### src/hdl/eehr_pkg.sv
// Package: constants, payload types, command/status structs and helpers for the history ring.
package eehr_pkg;

   localparam int RING_DEPTH = 32;
   localparam int BUCKETS    = 256;

   localparam int PTR_W      = $clog2(RING_DEPTH);
   localparam int BUCKET_W   = $clog2(BUCKETS);
   localparam int ADDR_W     = 32;
   localparam int TICK_W     = 32;
   localparam int EXPIRY_W   = 31;
   localparam int CNT_W      = 5;
   localparam int ENTRY_W    = TICK_W + ADDR_W;
   localparam int SLOT_W     = BUCKET_W + PTR_W;
   localparam int SLOTS      = BUCKETS * RING_DEPTH;
   localparam int CNT_MAX    = (RING_DEPTH - 1 > 31) ? 31 : RING_DEPTH - 1;

   localparam logic [EXPIRY_W-1:0] EXPIRY_RESET = EXPIRY_W'(75000);

   localparam logic KIND_LOOKUP = 1'b0;
   localparam logic KIND_RECORD = 1'b1;

   typedef struct packed {
      logic                kind;
      logic [7:0]          bucket;
      logic [ADDR_W-1:0]   address;
      logic [TICK_W-1:0]   now;
   } req_type;

   typedef struct packed {
      logic               found;
      logic               overrun;
      logic [CNT_W-1:0]   live_count;
   } rsp_type;

   typedef struct packed {
      logic accept;
      logic load_ptr;
      logic drop;
      logic scan;
      logic hit;
      logic record;
      logic finish;
   } cmd_type;

   typedef struct packed {
      logic at_tail;
      logic expired;
      logic match;
      logic is_record;
      logic out_free;
   } status_type;

   function automatic logic [PTR_W-1:0] ring_next(input logic [PTR_W-1:0] p);
      logic [PTR_W-1:0] r;
      if (p == PTR_W'(RING_DEPTH - 1)) begin
         r = '0;
      end else begin
         r = p + 1'b1;
      end
      return r;
   endfunction

   function automatic logic [CNT_W-1:0] ring_count(input logic [PTR_W-1:0] head,
                                                   input logic [PTR_W-1:0] tail);
      logic [PTR_W:0] d;
      d = {1'b0, tail} - {1'b0, head};
      if (tail < head) begin
         d = d + (PTR_W+1)'(RING_DEPTH);
      end
      if (d > (PTR_W+1)'(CNT_MAX)) begin
         d = (PTR_W+1)'(CNT_MAX);
      end
      return CNT_W'(d);
   endfunction

endpackage

### src/hdl/eehr_ctrl.sv
// Controller: sequences pointer load, expiry drop, lookup scan, record and response.
module eehr_ctrl (
   input  logic                   clock,
   input  logic                   reset,
   input  logic                   req_valid,
   input  eehr_pkg::status_type   status,
   output eehr_pkg::cmd_type      cmd,
   output logic                   req_ready
);
   import eehr_pkg::*;

   localparam logic [2:0] ST_IDLE   = 3'd0;
   localparam logic [2:0] ST_LOAD   = 3'd1;
   localparam logic [2:0] ST_EXPIRE = 3'd2;
   localparam logic [2:0] ST_SCAN   = 3'd3;
   localparam logic [2:0] ST_RECORD = 3'd4;
   localparam logic [2:0] ST_FINISH = 3'd5;

   logic [2:0] state_ff;
   logic [2:0] state_in;

   assign req_ready = (state_ff == ST_IDLE);

   always_comb begin
      state_in = state_ff;
      cmd      = '0;
      unique case (state_ff)
         ST_IDLE: begin
            if (req_valid) begin
               cmd.accept = 1'b1;
               state_in   = ST_LOAD;
            end
         end
         ST_LOAD: begin
            cmd.load_ptr = 1'b1;
            state_in     = ST_EXPIRE;
         end
         ST_EXPIRE: begin
            if (!status.at_tail && status.expired) begin
               cmd.drop = 1'b1;
            end else if (status.is_record) begin
               state_in = ST_RECORD;
            end else begin
               state_in = ST_SCAN;
            end
         end
         ST_SCAN: begin
            if (status.at_tail) begin
               state_in = ST_FINISH;
            end else if (status.match) begin
               cmd.hit  = 1'b1;
               state_in = ST_FINISH;
            end else begin
               cmd.scan = 1'b1;
            end
         end
         ST_RECORD: begin
            cmd.record = 1'b1;
            state_in   = ST_FINISH;
         end
         ST_FINISH: begin
            if (status.out_free) begin
               cmd.finish = 1'b1;
               state_in   = ST_IDLE;
            end
         end
         default: begin
            state_in = ST_IDLE;
         end
      endcase
   end

   always_ff @(posedge clock) begin
      if (reset) begin
         state_ff <= ST_IDLE;
      end else begin
         state_ff <= state_in;
      end
   end

endmodule

### config.mk
export PLATFORM = sky130hd
export DESIGN_NAME = eehr_ctrl
export DESIGN_NICKNAME = d
export VERILOG_FILES = /design/src/hdl/eehr_pkg.sv /design/src/hdl/eehr_ctrl.sv
export SDC_FILE = /design/constraint.sdc
export NUM_CORES = 1
export LEC_CHECK = 0
export BUFFER_PORTS_ARGS = -buffer_cell sky130_fd_sc_hd__buf_2
export CORE_AREA = 3 3 40 42
export CTS_CLUSTER_DIAMETER = 50
export DETAILED_ROUTE_END_ITERATION = 16
export DIE_AREA = 0 0 43 45
export GPL_ROUTABILITY_DRIVEN = 0
export PLACE_DENSITY = 0.51
export SLEW_MARGIN = 10
export SYNTH_ARGS = -nofsm -noshare
export SYNTH_HDL_FRONTEND = slang
export SYNTH_SLANG_ARGS = --single-unit
### constraint.sdc
create_clock -name clock -period 3.9 [get_ports clock]
set_input_delay 1.17 -clock clock [delete_from_list [all_inputs] [get_ports clock]]
set_output_delay 1.17 -clock clock [all_outputs]
set_load 0.05 [all_outputs]
==> results by group <==
Synth
  • Post-Synthesis Cells: 37
  • EDFF count, synth: 0
  • Post-Syn Nets: 45
  • Post-synth top area share: 22.7%
  • Most common flop cell mapped by yosys: dfxtp_1
  • Commonest cells post-synth: 6 x nor2_1, 3 x dfxtp_1, 3 x nand2_1
  • Sequential area share after synthesis: 22.7%
  • Flops & latches, synth: 3
  • Synth warnings: 0
  • Netlist Area Pre-Place: 264 um2
  • Top-count cell post-synth: nor2_1
  • Synth unique cells: 23
  • Syn Area/Cell: 7.14 um2
  • Yosys top cell by area: dfxtp_1
  • Synth top area cells: dfxtp_1 23%, nor2_1 8.5%, nor3b_1 5.7%
  • Async SR Flop Fraction: 0%

CTS
  • Number of hold buffers added after CTS: 0
  • Post-CTS Setup Bufs: 0
  • Clk_lat worst skew: 0.23 ns
  • CTS Buffer Depth: 2
  • Post-cts resize count: 0
  • Clock sink total: 3
  • CTS tree: done
  • CTS buffer count: 3
  • CTS Root Cell: clkbuf_4
  • H-tree depth: 1
  • Clock transition at path regs: 0.04 ns

Die
  • DIE HEIGHT: 45 um
  • Total core area: 1280 um2
  • I/O Pins: 16
  • Initial cell density of the core: 20.5%
  • Die area: 1940 um2
  • Core Rows: 13
  • Die width: 43 um

Min path
  • Hold Startpoint: state_ff[1]
  • Hold WC Path Type: reg -> reg
  • Hold depth: 3

Global routing
  • Largest net degree at the start of global routing: 12
  • First-pass GRT wire length: 1140 um
  • Grt total ovfl: 0
  • Total track usage: 8.06%
  • Vias in the first global route: 273
  • Number of antenna violations at the first check in global routing: 0

Timing
  • Worst-Margin Slew: 0.312 ns
  • Layout Skew: 0.00244 ns
  • Worst relative slew slack: 79.2%
  • Min Tclk post-route: 3.20 ns
  • Setup TNS: 0 ns
  • Period utilization: 82.2%
  • Max Fclk: 0.312 GHz
  • RSZ-0062 raised after global routing: false
  • Slew Viols, Final: 0
  • Final hold viol count: 0
  • Final setup violating endpoints: 0

Layout
  • Final-layout fill cell count: 151
  • Final std cells w/o fill: 69
  • # diodes: 0
  • Area growth syn-to-layout: 41.7%
  • Reg with most FFs: state_ff
  • Largest register FFs: 3
  • Nets: 63
  • Largest regs: state_ff: 3 flops
  • Share of cells above drive strength 1: 38.9%

Power
  • PD cells: 622 nW/um2
  • Cell leakage power: 0.175 nW
  • Worst VDD drop: 0.208 mV

Worst setup path
  • Last element of the critical path: cmd[4]
  • Crit Path Max Fanout: 5
  • CP Class: in -> out
  • Worst setup EP type: output pin
  • FF-to-FF path depth: 4
  • Worst R2R End: state_ff[2]
  • Critical path startpoint category: input port
  • Reg2reg setup slack: 2.55 ns
  • Crit path from: status[4]
  • Crit path required time: 2.73 ns
  • Arrival time worst endpoint: 2.03 ns
  • Critical R2R Launch: state_ff[1]

Detailed routing
  • DRT antenna net count: 0
  • Vias/cell: 4.45
  • Number of remaining DRC errors: 0
  • WL/cell: 9.58 um
  • Routed vias: 307
  • Pre-antenna DRT Iters: 4
  • Initial DRC count: 11
  • Final WL: 661 um

Place
  • I/O Buffers: 15
  • Number of cells after detailed placement: 65

Run status
  • Status: complete, no violations

Run
  • Maxcap violations: 0
-- cell families (layout without fill, tap and decap cells) --
family	Yosys count	count (layout)	share of synthesized area, %
and+or+nand+nor	24	24	52.1
DFF	3	3	22.7
buffers and inverters	2	19	3.79
AOI/OAI and AO/OA	8	8	21.3
-- metal layers --
metal  share of wire, %  vias up  GRT usage (%)
met5                  0        -              0
met3                9.4        2           2.79
li1                   -      165              -
met1                 50      124           11.8
met4                3.0        0           5.42
met2                 38       16           9.58
-- power breakdown --
part           total [mW]  internal [mW]  switching, mW
Combinational       0.124         0.0395         0.0843
Clock              0.0549         0.0384         0.0165
Sequential         0.0541         0.0383         0.0159
Total               0.233          0.116          0.117
-- worst max-delay path, stage by stage --
cell	delay, ns
buf_2	0.10
or3b_4	0.39
nor2_1	0.11
buf_2	0.26
-- cell type report --
type	instances	area (um2)	share of cell area (%)
clock buffer	4	26.3	7.02
sequential	3	60.1	16.1
tap	15	18.8	5.02
multi-input combinational	32	194	51.8
timing repair buffer	15	75.1	20.1
-- through the flow --
| step | worst slack [ns] | hold slack (ns) | util (%) | cell area [um2] | total power, mW |
|---|---|---|---|---|---|
| 2_1_floorplan | 0.495 | 0.596 | - | 264 | 0.154 |
| 3_3_place_gp | 0.699 | 0.674 | 27.1 | 348 | 0.179 |
| 3_5_place_dp | 0.686 | 0.676 | 27.1 | 348 | 0.178 |
| 4_1_cts | 0.685 | 0.682 | 29.1 | 374 | 0.235 |
| 5_1_grt | 0.644 | 0.763 | 29.1 | 374 | 0.252 |
| 6_report | 0.696 | 0.690 | 29.1 | 374 | 0.233 |
-- worst min-delay path by stage --
stage,end
finish,state_ff[0]
global route,state_ff[2]
CTS,state_ff[0]
detailed placement,state_ff[0]
global placement,state_ff[0]
floorplan,state_ff[0]
-- cells in the final DEF, fill, tap and decap left out --
| master | count |
|---|---|
| buf_2 | 15 |
| nor2_1 | 6 |
| nand2_1 | 3 |
| clkbuf_4 | 3 |
| dfxtp_1 | 3 |
| nor2b_1 | 2 |
| nor3b_1 | 2 |
| nand2b_1 | 2 |
| o21ai_0 | 2 |
| nor3_1 | 1 |
| and2b_1 | 1 |
| or3b_4 | 1 |
| and3_1 | 1 |
| and2_1 | 1 |
| a21oi_1 | 1 |
| a21oi_2 | 1 |
| o21ba_1 | 1 |
| nor2_2 | 1 |
| or4_1 | 1 |
| nand3b_1 | 1 |
| or3_1 | 1 |
| o31ai_1 | 1 |
| o22a_1 | 1 |
| o22ai_1 | 1 |
| clkbuf_1 | 1 |
Note: power is estimated with default switching activity, not from simulation.
